## config.mk

```make
export PLATFORM = sky130hd
export DESIGN_NAME = ghsp_divider
export DESIGN_NICKNAME = d
export VERILOG_FILES = /design/src/hw/rtl/ghsp_pkg.sv /design/src/hw/rtl/ghsp_divider.sv
export SDC_FILE = /design/constraint.sdc
export NUM_CORES = 1
export LEC_CHECK = 0
export CAP_MARGIN = 10
export CORE_AREA = 3 3 162 125
export CTS_CLUSTER_SIZE = 24
export DETAILED_ROUTE_END_ITERATION = 16
export DIE_AREA = 0 0 165 128
export DONT_BUFFER_PORTS = 1
export MAX_ROUTING_LAYER = met4
export PLACE_DENSITY = 0.86
export SLEW_MARGIN = 10
export SYNTH_ARGS = -nofsm -noshare
export SYNTH_HDL_FRONTEND = slang
export SYNTH_SLANG_ARGS = --single-unit
```

## constraint.sdc

```tcl
create_clock -name clock -period 3.7 [get_ports clock]
set_input_delay 0.74 -clock clock [delete_from_list [all_inputs] [get_ports clock]]
set_output_delay 0.74 -clock clock [all_outputs]
set_load 0.01 [all_outputs]
```

## src/hw/rtl/ghsp_pkg.sv

```systemverilog
// Shared types, constants and the exponential lookup table for the
// Gaussian splat histogram. No dependencies; imported by every module.
package ghsp_pkg;

   // Histogram geometry
   localparam int MAX_BINS_X      = 64;
   localparam int MAX_BINS_Y      = 64;
   localparam int BIN_DEPTH       = MAX_BINS_X * MAX_BINS_Y;
   localparam int ADDR_W          = $clog2(BIN_DEPTH);

   // Exponential table: entry n holds exp(-16*n/DEPTH) in Q32
   localparam int EXP_TABLE_DEPTH = 256;
   localparam int EXP_IDX_W       = $clog2(EXP_TABLE_DEPTH);
   localparam int EXP_W           = 33;
   localparam int EXP_RANGE_SHIFT = 36;   // 16.0 in Q32

   // Distance in sigmas, Q5.16, saturated at 16.0
   localparam int K_W             = 21;
   localparam logic [K_W-1:0] KMAX_Q16 = 21'h10_0000;
   localparam int E_W             = 42;

   // Shared divider
   localparam int DIVN_W          = 56;
   localparam int DIVD_W          = 62;

   // Commands
   localparam logic [1:0] CMD_SPLAT  = 2'd0;
   localparam logic [1:0] CMD_CLEAR  = 2'd1;
   localparam logic [1:0] CMD_REPORT = 2'd2;
   localparam logic [1:0] CMD_NONE   = 2'd3;

   // Register indexes
   localparam int CSR_IDX_W = 3;
   localparam logic [CSR_IDX_W-1:0] CSR_ORIGIN_X    = 3'd0;
   localparam logic [CSR_IDX_W-1:0] CSR_ORIGIN_Y    = 3'd1;
   localparam logic [CSR_IDX_W-1:0] CSR_BIN_WIDTH_X = 3'd2;
   localparam logic [CSR_IDX_W-1:0] CSR_BIN_WIDTH_Y = 3'd3;
   localparam logic [CSR_IDX_W-1:0] CSR_BINS_X      = 3'd4;
   localparam logic [CSR_IDX_W-1:0] CSR_BINS_Y      = 3'd5;

   typedef struct packed {
      logic [1:0]         command;
      logic signed [31:0] point_x;
      logic signed [31:0] point_y;
      logic [30:0]        spread_x;
      logic [30:0]        spread_y;
   } req_item_type;

   typedef struct packed {
      logic [12:0]        bins_updated;
      logic [5:0]         peak_ix;
      logic [5:0]         peak_iy;
      logic [31:0]        peak_content;
      logic signed [31:0] peak_x;
      logic signed [31:0] peak_y;
   } rsp_item_type;

   typedef struct packed {
      logic              start;
      logic [DIVN_W-1:0] dividend;
      logic [DIVD_W-1:0] divisor;
   } div_req_type;

   typedef struct packed {
      logic              done;
      logic [DIVN_W-1:0] quotient;
   } div_rsp_type;

   typedef logic [EXP_W-1:0] exp_tab_type [EXP_TABLE_DEPTH];

   // Build the table at elaboration: series for the step ratio, then
   // repeated rounded multiplication
   function automatic exp_tab_type build_exp_table();
      exp_tab_type     tab;
      longint unsigned h;
      longint unsigned term;
      longint unsigned pos;
      longint unsigned neg;
      longint unsigned r;
      h    = (64'd16 << 32) / EXP_TABLE_DEPTH;
      term = 64'd1 << 32;
      pos  = term;
      neg  = 64'd0;
      for (int k = 1; k <= 24; k++) begin
         term = (term * h) / 64'(k);
         if ((k & 1) == 1) neg += term;
         else pos += term;
      end
      r = pos - neg;
      tab[0] = EXP_W'(64'd1 << 32);
      for (int n = 1; n < EXP_TABLE_DEPTH; n++) begin
         tab[n] = EXP_W'((64'(tab[n-1]) * r + (64'd1 << 31)) >> 32);
      end
      return tab;
   endfunction

   localparam exp_tab_type EXP_TAB = build_exp_table();

endpackage

```

## src/hw/rtl/ghsp_divider.sv

```systemverilog
// Restoring divider, one quotient bit per cycle, shared by all divisions
// of the splat. Depends on ghsp_pkg.
module ghsp_divider (
   input  logic                 clock,
   input  logic                 reset,
   input  ghsp_pkg::div_req_type div_req,
   output ghsp_pkg::div_rsp_type div_rsp
);
   import ghsp_pkg::*;

   localparam int CNT_W = $clog2(DIVN_W);

   logic [DIVD_W:0]   rem_ff, rem_in;
   logic [DIVN_W-1:0] quo_ff, quo_in;
   logic [DIVD_W-1:0] den_ff;
   logic [CNT_W-1:0]  cnt_ff;
   logic              run_ff;
   logic              done_ff;
   logic [DIVD_W:0]   shifted;
   logic [DIVD_W:0]   diff;

   // One restoring step: shift in the next dividend bit, subtract if it fits
   always_comb begin
      shifted = {rem_ff[DIVD_W-1:0], quo_ff[DIVN_W-1]};
      diff    = shifted - {1'b0, den_ff};
      if (shifted >= {1'b0, den_ff}) begin
         rem_in = diff;
         quo_in = {quo_ff[DIVN_W-2:0], 1'b1};
      end else begin
         rem_in = shifted;
         quo_in = {quo_ff[DIVN_W-2:0], 1'b0};
      end
   end

   // Load operands or advance one step
   always_ff @(posedge clock) begin
      if (div_req.start) begin
         rem_ff <= '0;
         quo_ff <= div_req.dividend;
         den_ff <= div_req.divisor;
      end else if (run_ff) begin
         rem_ff <= rem_in;
         quo_ff <= quo_in;
      end
   end

   // Step counter and completion flag
   always_ff @(posedge clock) begin
      if (reset) begin
         run_ff  <= 1'b0;
         done_ff <= 1'b0;
         cnt_ff  <= '0;
      end else begin
         done_ff <= run_ff && !div_req.start && (cnt_ff == CNT_W'(DIVN_W - 1));
         if (div_req.start) begin
            run_ff <= 1'b1;
            cnt_ff <= '0;
         end else if (run_ff) begin
            if (cnt_ff == CNT_W'(DIVN_W - 1)) begin
               run_ff <= 1'b0;
            end else begin
               cnt_ff <= cnt_ff + CNT_W'(1);
            end
         end
      end
   end

   assign div_rsp.done     = done_ff;
   assign div_rsp.quotient = quo_ff;

endmodule

```

After elaboration in Yosys (flattened, before gate mapping). Cells that the tools add are included.

Flip-flop bits (word level): 188. Input port bits: 121. Output and inout bits: 57. Logic and storage cells: 24.

Add/subtract/negate cells: 2. $lt $le $gt $ge: 1. Equal/unequal tests: 1. Muxes and demuxes: 7. Bitwise gates (word level): 1. Reductions and logical operators: 6.

Operator list (number): 56-bit 2-to-1 mux (2); 63-bit by 62-bit >= comparator with 1-bit output (1); 62-bit 2-to-1 mux (1); 62-bit subtractor (1); 6-bit by 1-bit adder with 6-bit output (second input constant) (1); 6-bit equality test (second input constant) (1); 1-bit 2-to-1 mux (4); 1-bit logical AND (2); 2-bit AND reduction (1); 2-bit nonzero test (1); 2-bit OR reduction (1); 1-bit zero test (1); 1-bit NOT (1).

Depth between registers and ports, before layout. Gate-level depths: netlist of the first run.

Word-level depth: 4. Depth in mapped cells: 15. Gate-level depth less buffers: 12.

Worst setup path before layout of the first run. OpenSTA, ideal clock, no wires.

Kind: reg2reg. Start point: register den_ff[10]. End point: register quo_ff[0], data pin. Setup time: 0.260 ns. Arrival time: 2.701 ns. Data required time: 3.440 ns. Setup slack: 0.739 ns. Cell stages (with the launch flop): 15. Path buffers: 4. Clock period less this slack: 2.961 ns. Path through: edfxtp_1 inv_1 ha_1 clkbuf_1 and3_1 clkbuf_1 nor2b_1 nor4_1 o32ai_2 o2bb2ai_2 nor3_2 o31ai_4 buf_6 buf_6 mux2_2.

Longest elaborated chain between the ends: 4.

RTL lines: start: declaration (RTL line ghsp_divider.sv:15) `logic [DIVD_W-1:0] den_ff;`; start signal: assignment (RTL line ghsp_divider.sv:40) `den_ff <= div_req.divisor;`; 63-bit by 62-bit >= comparator with 1-bit output (RTL line ghsp_divider.sv:26) `if (shifted >= {1'b0, den_ff}) begin`; 1-bit 2-to-1 mux (RTL line ghsp_divider.sv:26); 56-bit 2-to-1 mux (RTL line ghsp_divider.sv:41) `end else if (run_ff) begin`; 56-bit 2-to-1 mux (RTL line ghsp_divider.sv:37) `if (div_req.start) begin`; end signal: assignment (RTL line ghsp_divider.sv:39) `quo_ff <= div_req.dividend;`; end signal: assignment (RTL line ghsp_divider.sv:43) `quo_ff <= quo_in;`; end: declaration (RTL line ghsp_divider.sv:14) `logic [DIVN_W-1:0] quo_ff, quo_in;`.

No other way between the ends. The select of a mux whose other input is x is not followed. A chain may end at the register's enable or synchronous reset.

Final worst setup path of the first run.
Start point: register den_ff[11]. End point: register rem_ff[29].

Longest elaborated chain between the ends: 2. Elaborated cells on any way between the ends: 3. Those cells by class: add/sub (1); order compare (1); mux (1).

RTL lines: 62-bit subtractor / 63-bit by 62-bit >= comparator with 1-bit output (equally long branches) (RTL line ghsp_divider.sv:25, ghsp_divider.sv:26); 62-bit 2-to-1 mux (*) (RTL line ghsp_divider.sv:26); end signal: assignment (RTL line ghsp_divider.sv:42) `rem_ff <= rem_in;`; end: declaration (RTL line ghsp_divider.sv:13) `logic [DIVD_W:0] rem_ff, rem_in;`.

Every way passes the cells marked *; elsewhere a longest branch is shown, timed or not.

==> results of run 1 <==
==> state kept, by name, summed over array words and instances, names as in the netlist <==
| name | flops |
|---|---|
| quo_ff | 56 |
| run_ff | 1 |
| done_ff | 1 |
| cnt_ff | 6 |
| den_ff | 62 |
| rem_ff | 62 |
==> cell type report <==
class	count	area, sq um
Timing Repair Buffer	19	176
Clock inverter	14	174
Multi-Input combinational cell	855	5990
Fill cell	1420	6240
Clock buffer	18	429
Antenna cell	1	2.50
Sequential cell	188	4950
Inverter	80	300
Tap cell	247	309
==> cell usage after synthesis (all sizes together), types with 4 or more instances <==
| cell | instances |
|---|---|
| a211oi | 44 |
| a21o | 25 |
| a21oi | 76 |
| a311oi | 10 |
| a31oi | 4 |
| and2 | 5 |
| and3 | 9 |
| and4 | 4 |
| buf | 18 |
| clkbuf | 57 |
| dfxtp | 70 |
| edfxtp | 118 |
| ha | 63 |
| inv | 80 |
| mux2 | 57 |
| mux2i | 46 |
| nand2 | 85 |
| nand2b | 10 |
| nand3 | 22 |
| nand4 | 32 |
| nor2 | 107 |
| nor2b | 6 |
| nor3 | 18 |
| nor4 | 7 |
| o211ai | 12 |
| o21a | 12 |
| o21ai | 67 |
| o21bai | 10 |
| o311ai | 4 |
| o31a | 5 |
| o31ai | 9 |
| or3 | 8 |
| xnor2 | 28 |
| xor2 | 24 |
==> per-stage QoR <==
| stage | instance area, sq um | cells | total power, mW |
|---|---|---|---|
| floorplan | 11600 | 1198 | 3.78 |
| global route | 12300 | 1422 | 6.25 |
| detailed placement | 11700 | 1387 | 4.09 |
| CTS | 12300 | 1419 | 5.97 |
| finish | 12300 | 1422 | 6.00 |
| global placement | 11700 | 1387 | 4.06 |
==> how the worst min path moves through the flow <==
stage	from	end	slack (ns)	cells past startpoint
after floorplan	rem_ff[14]	rem_ff[14]	0.45	2
after global placement	rem_ff[7]	rem_ff[7]	0.46	2
after detailed placement	rem_ff[14]	rem_ff[14]	0.47	2
after CTS	reset	run_ff	0.35	1
after global routing	reset	run_ff	0.35	1
final	reset	run_ff	0.35	1
==> cell families after synthesis <==
kind of cell               synth area share [%]
DFF                                        42.8
adders and majority gates                  6.99
muxes                                      9.53
buffers and inverters                      5.48
AOI/OAI and AO/OA                          18.0
xor gates and xnor gates                   3.94
and+or+nand+nor                            13.3
==> worst max-delay path: stages, from the launching register on <==
cell,delay (ns)
edfxtp_1,0.33
inv_1,0.04
ha_1,0.42
nand4_1,0.19
a2111oi_2,0.37
o21ai_1,0.19
o32ai_2,0.25
buf_4,0.18
o2bb2ai_2,0.17
nor3_2,0.12
o31ai_4,0.35
clkbuf_16,0.29
o311ai_1,0.15
a311oi_1,0.29
==> timing repair <==
| item | CTS | global route |
|---|---|---|
| gates resized for setup | 0 | 2 |
| setup endpoints to repair | 0 | 32 |
| hold buffers | 0 | 0 |
| setup buffers | 0 | 1 |
==> cell usage in the layout (no fill, tap or decap), types with 19 or more instances in the layout <==
cell type	synthesis	routed
xnor2_1	28	28
o21ai_0	48	48
a211oi_1	44	44
nand4_1	32	32
a21oi_1	76	76
nand3_1	22	22
edfxtp_1	118	118
nor2_1	107	107
xor2_1	24	24
dfxtp_1	70	69
ha_1	63	63
inv_1	80	79
mux2_2	57	57
a21o_1	25	25
mux2i_1	46	46
o21ai_1	19	19
nand2_1	85	85
==> power by group through the flow <==
stage          Combinational, mW  Clock (mW)  Sequential (mW)
2_1_floorplan               1.19           0             2.59
3_3_place_gp                1.42           0             2.63
3_5_place_dp                1.45           0             2.64
4_1_cts                     1.47        1.90             2.60
5_1_grt                     1.65        1.99             2.62
6_report                    1.51        1.90             2.60
==> metal layers <==
layer  track usage (%)  wire length (um)  vias to the layer above  part of all wire, %
met5                 -                 0                        -                    0
met4              7.79               454                        0                  1.7
met3              3.94              2010                       42                  7.4
met2              38.1             12000                      381                   44
met1              37.2             12700                     4312                   47
li1                  -                 -                     4350                    -
==> results by group, run 1 <==
Floorplan
  – Die Y: around 130 um
  – Core Box Area: about 0.019 sq mm
  – Die Width: 165 um
  – Row cnt: 43
  – Initial Utilization: 62.3%
  – # IOs: between 150 and 200
  – Die footprint: 0.0211 sq mm

STA
  – Slew Limit Headroom: 50.8%
  – Tmin final: approximately 3.4 ns
  – # setup viols final: 0
  – Final hold slack: approximately 0.35 ns
  – Final Max Slew Viols: 0
  – Worst-Margin Slew: ~0.74 ns
  – Count of final hold-check violations: 0
  – Setup total negative slack: 0 ns
  – Fmax: 290 MHz
  – Unrepaired setup endpoints after global routing: no
  – Skew final: 0.0143 ns
  – Final worst-path cycle share: 93.1%
  – Final WS setup: 0.256 ns

Hold path
  – Hold crit path type: in2reg

Synthesis
  – Syn Nets: between 1k and 1.5k
  – Post-synth EDFFs: 118
  – Synth area leaders: edfxtp_1, dfxtp_1, ha_1
  – Seq/Total Area, Yosys: 42.8%
  – Syn Inst Count: 1198
  – Avg Cell Area, Syn: 9.65 sq um
  – Syn. warnings: 0
  – Mapped Area: 0.0116 sq mm
  – Post-synth ARST share: 0%
  – Synth Register Bits: 188
  – Post-synth cell types: 74
  – Post-synth top area share: 30.6%
  – Predominant post-synthesis flop cell: edfxtp_1
  – Area leader, netlist: edfxtp_1

Detailed routing
  – Pre-antenna DRT Iters: 6
  – Vias post-DR: 9085
  – Post-route ant nets: 0
  – Initial DRC count: 1054
  – Routed WL per cell: around 19 um
  – Drc violations: 0
  – Vias per inst: 6.39
  – WL final: 27100 um

CTS
  – TritonCTS Buffers: 17
  – Clk sinks: 188
  – Worst-case clock buffer depth: 2
  – H-tree levels: 4
  – Worst-path clk slew: 0.07 ns
  – CTS tree: yes
  – CTS root buf: clkbuf_16
  – Skew-Pair Late Insertion Delay: 0.45 ns

GRT
  – Antenna violations before repair: 1
  – GRT Util Overall: 25.9%
  – Gr ovfl total: 0
  – First-pass GRT wire length: about 43000 um
  – Vias in the first global route: between 8k and 9k
  – Largest net degree at the start of global routing: 177

Placement
  – PortBufs: 0
  – Hpwl dp: between 15000 and 20000 um
  – Place WS: 0.139 ns
  – GPL Wtd Cong: 0.946

Critical path
  – CP Capture Type: flip-flop
  – Reg-to-reg startpoint: den_ff[11]
  – CP Class: reg2reg
  – Crit. Startpoint: den_ff[11]
  – Worst path required time: 4.05 ns
  – CP max FO: 19
  – Critical Path Sink: rem_ff[29]
  – Worst path arrival time: 3.79 ns
  – Startpoint Class: flip-flop
  – Reg-to-reg setup timing slack: around 0.26 ns
  – Reg2reg end: rem_ff[29]
  – FF-to-FF path depth: 13

Run
  – Max-cap violation count: 0

Finish
  – Final core utilization: 66.4%
  – Nets@finish: 1346
  – Layout cells sized above 1: 10.1%
  – Area Growth Syn to Fin: 6.57%

Power and ir drop
  – Int Pwr: 4.08 mW
  – Gate power share: between 20% and 30%
  – Clock power share: 31.6%
  – Max VDD drop: 0.271 mV
  – Sequential power share: 43.3%
  – Net Sw Power: 1.92 mW
  – Pwr Density: 487 mW/mm^2
  – Leakage: 4.89 nW
  – Switching Share: 32.0%

Run status
  – Outcome: finished, final reports clean
Power figures use the tool's default switching activity.
==> run 2, diff against run 1 <==
Clock period 3.7 ns to 4.45 ns, I/O delays scaled along.
==> run 2 against run 1 <==
Effect of this change:
- core utilization down 0.61 points
- global-route usage rose by 0.53 points
- clock-buffer cell count grew 1
- critical path type unchanged
- via count is 0.61% lower
- sequential power fell by 17%
- register-to-register slack better by 0.49 ns
- clock power decreased by 19%
- critical path depth shrank 2
- combinational power fell by 19%
- first-iteration DRC count is 1.3% lower
==> results by group, run 2 (same netlist as run 1, synthesis figures left out) <==
Critical path
  – Reg-to-reg startpoint: den_ff[52] (was den_ff[11])
  – CP Class: reg2reg (unchanged)
  – Worst path arrival time: 4.04 ns (was 3.79 ns)
  – WP buf/inv: 1 (was 3)
  – Crit-path slowest cell: o31a_1 (was ha_1)
  – Startpoint Class: flip-flop (unchanged)
  – FF-to-FF path depth: 11 (was 13)
  – Crit. Startpoint: den_ff[52] (was den_ff[11])
  – CP cell instances: inv_1 -> ha_1 -> a21oi_1 -> o21ai_0 -> a221oi_1 -> o21ai_1 -> or3_1 -> nor3_2 -> o31a_1 -> nand2_1 -> a311oi_1 (was inv_1 -> ha_1 -> nand4_1 -> a2111oi_2 -> o21ai_1 -> o32ai_2 -> buf_4 -> o2bb2ai_2 -> nor3_2 -> o31ai_4 -> clkbuf_16 -> o311ai_1 -> a311oi_1)
  – Critical Path Max Stage Delay: 0.85 ns (was 0.42 ns)
  – Critical path depth: 11 (was 13)
  – Reg2reg end: rem_ff[0] (was rem_ff[29])
  – Critical Path Sink: rem_ff[0] (was rem_ff[29])
  – Reg-to-reg setup timing slack: 0.75 ns (was 0.26 ns)
  – CP max FO: 20 (was 19)
  – Worst path required time: 4.79 ns (was 4.05 ns)
  – CP top delay family: compound AO/OA/AOI/OAI gates (unchanged)
  – CP Capture Type: flip-flop (unchanged)

CTS
  – Skew-Pair Late Insertion Delay: 0.44 ns (was 0.45 ns)
  – Worst-path clk slew: 0.07 ns (about the same)
  – Worst-case clock buffer depth: 2 (unchanged)
  – Setup bufs post-CTS: 0 (unchanged)
  – Clk sinks: 188 (unchanged)
  – H-tree levels: 4 (unchanged)
  – TritonCTS Buffers: 17 (unchanged)
  – CTS root buf: clkbuf_16 (unchanged)
  – CTS tree: yes (unchanged)
  – Post-cts sizing count: 0 (unchanged)
  – Hold_buf cts: 0 (unchanged)

GRT
  – Vias in the first global route: 8469 (was 8421)
  – GRT Util Overall: 26.5% (was 25.9%)
  – Gr ovfl total: 0 (unchanged)
  – Largest net degree at the start of global routing: 177 (unchanged)
  – Antenna violations before repair: 3 (was 1)
  – First-pass GRT wire length: 43400 um (was 42700 um)

STA
  – Fmax: 270 MHz (was 290 MHz)
  – Slew Limit Headroom: 34.3% (was 50.8%)
  – Final hold slack: 0.485 ns (was 0.354 ns)
  – Worst-Margin Slew: 0.985 ns (was 0.737 ns)
  – Final WS setup: 0.750 ns (was 0.256 ns)
  – Skew final: 0.0131 ns (was 0.0143 ns)
  – Unrepaired setup endpoints after global routing: no (unchanged)
  – Setup total negative slack: 0 ns (unchanged)
  – Tmin final: 3.70 ns (was 3.44 ns)
  – # setup viols final: 0 (unchanged)
  – Final worst-path cycle share: 83.2% (was 93.1%)
  – Final Max Slew Viols: 0 (unchanged)
  – Count of final hold-check violations: 0 (unchanged)

Detailed routing
  – Vias per inst: 6.40 (was 6.39)
  – WL met1: 12600 um (was 12700 um)
  – Vias post-DR: 9030 (was 9085)
  – Top layer in use: met4 (unchanged)
  – WL final: 27500 um (was 27100 um)
  – Initial DRC count: 1040 (was 1054)
  – Met3 wire len: 2180 um (was 2010 um)
  – Pre-antenna DRT Iters: 6 (unchanged)
  – Post-route ant nets: 0 (unchanged)
  – Routed WL per cell: 19.5 um (was 19.1 um)
  – Wire length on met2: 12300 um (was 12000 um)
  – Drc violations: 0 (unchanged)

Power and ir drop
  – Max VDD drop: 0.205 mV (was 0.271 mV)
  – Total chip power: 4.93 mW (was 6.00 mW)
  – Leakage: 4.82 nW (was 4.89 nW)
  – Pwr Density: 404 mW/mm^2 (was 487 mW/mm^2)

Finish
  – Area Growth Syn to Fin: 5.58% (was 6.57%)
  – Commonest cells after routing, fill and taps aside: edfxtp_1, nor2_1, nand2_1 (unchanged)
  – Biggest regs: den_ff (62), rem_ff (62), quo_ff (56) (unchanged)
  – Layout cells sized above 1: 8.95% (was 10.1%)
  – Most common cell after layout, fill and taps aside: edfxtp_1 (unchanged)
  – Nets@finish: 1334 (was 1346)

Placement
  – Hpwl dp: 20000 um (was 19600 um)
  – PortBufs: 0 (unchanged)
  – Place WS: 0.900 ns (was 0.139 ns)
  – GPL Wtd Cong: 0.985 (was 0.946)

Floorplan
  – Die Width: 165 um (unchanged)
  – Die Y: 128 um (unchanged)
  – # IOs: 178 (unchanged)
  – Core Box Area: 0.0186 sq mm (unchanged)
  – Row cnt: 43 (unchanged)
  – Die footprint: 0.0211 sq mm (unchanged)
  – Initial Utilization: 62.3% (unchanged)

Run status
  – Outcome: finished, final reports clean (unchanged)

Hold path
  – Hold crit path type: reg2reg (was in2reg)

Run
  – Max-cap violation count: 0 (unchanged)
## run 2: cell count changes in the layout (fill, tap and decap cells not counted), sizes merged
cell   before  now
inv        88   87
buf        18    7
diode       1    3
## run 2: metal layers
layer / track usage, % / vias to the layer above
met5: - / -
met4: 7.30 / 0
met3: 5.20 / 40
met2: 39.0 / 414
met1: 37.4 / 4274
li1: - / 4302
## run 2: how the worst min path moves through the flow
stage | from | slack [ns] | cells after the start | to
after floorplan | rem_ff[14] | 0.45 | 2 | rem_ff[14]
after global placement | rem_ff[7] | 0.46 | 2 | rem_ff[7]
after detailed placement | rem_ff[7] | 0.47 | 2 | rem_ff[7]
after CTS | rem_ff[7] | 0.49 | 2 | rem_ff[7]
after global routing | reset | 0.50 | 1 | done_ff
final | rem_ff[7] | 0.49 | 2 | rem_ff[7]
## run 2: tightest hold or removal path: cells and delay by family, from the launching register on
family           cells  cell delay [ns]
flip-flops           1             0.33
AND/OR/NAND/NOR      1             0.06
AO/OA/AOI/OAI        1             0.05
## run 2: layout make-up
cell class | instances | area [sq um]
antenna | 3 | 7.51
clock buffer | 19 | 433
clock inverter | 13 | 151
fill | 1396 | 6350
inverter | 80 | 300
multi-input combinational | 855 | 5990
sequential | 188 | 4950
tap | 247 | 309
timing repair buffer | 7 | 77.6
## run 2: where the power goes
part / switching [mW] / internal (mW)
clock: 0.700 / 0.843
sequential: 0.126 / 2.03
combinational: 0.742 / 0.491
total: 1.57 / 3.36
## run 2: stage by stage
step	instance area, sq um	std cells	utilization, %
6_report	12200	1412	65.8
5_1_grt	12200	1412	65.8
4_1_cts	12200	1409	65.7
3_5_place_dp	11600	1377	62.6
3_3_place_gp	11600	1377	62.6
2_1_floorplan	11600	1198	-
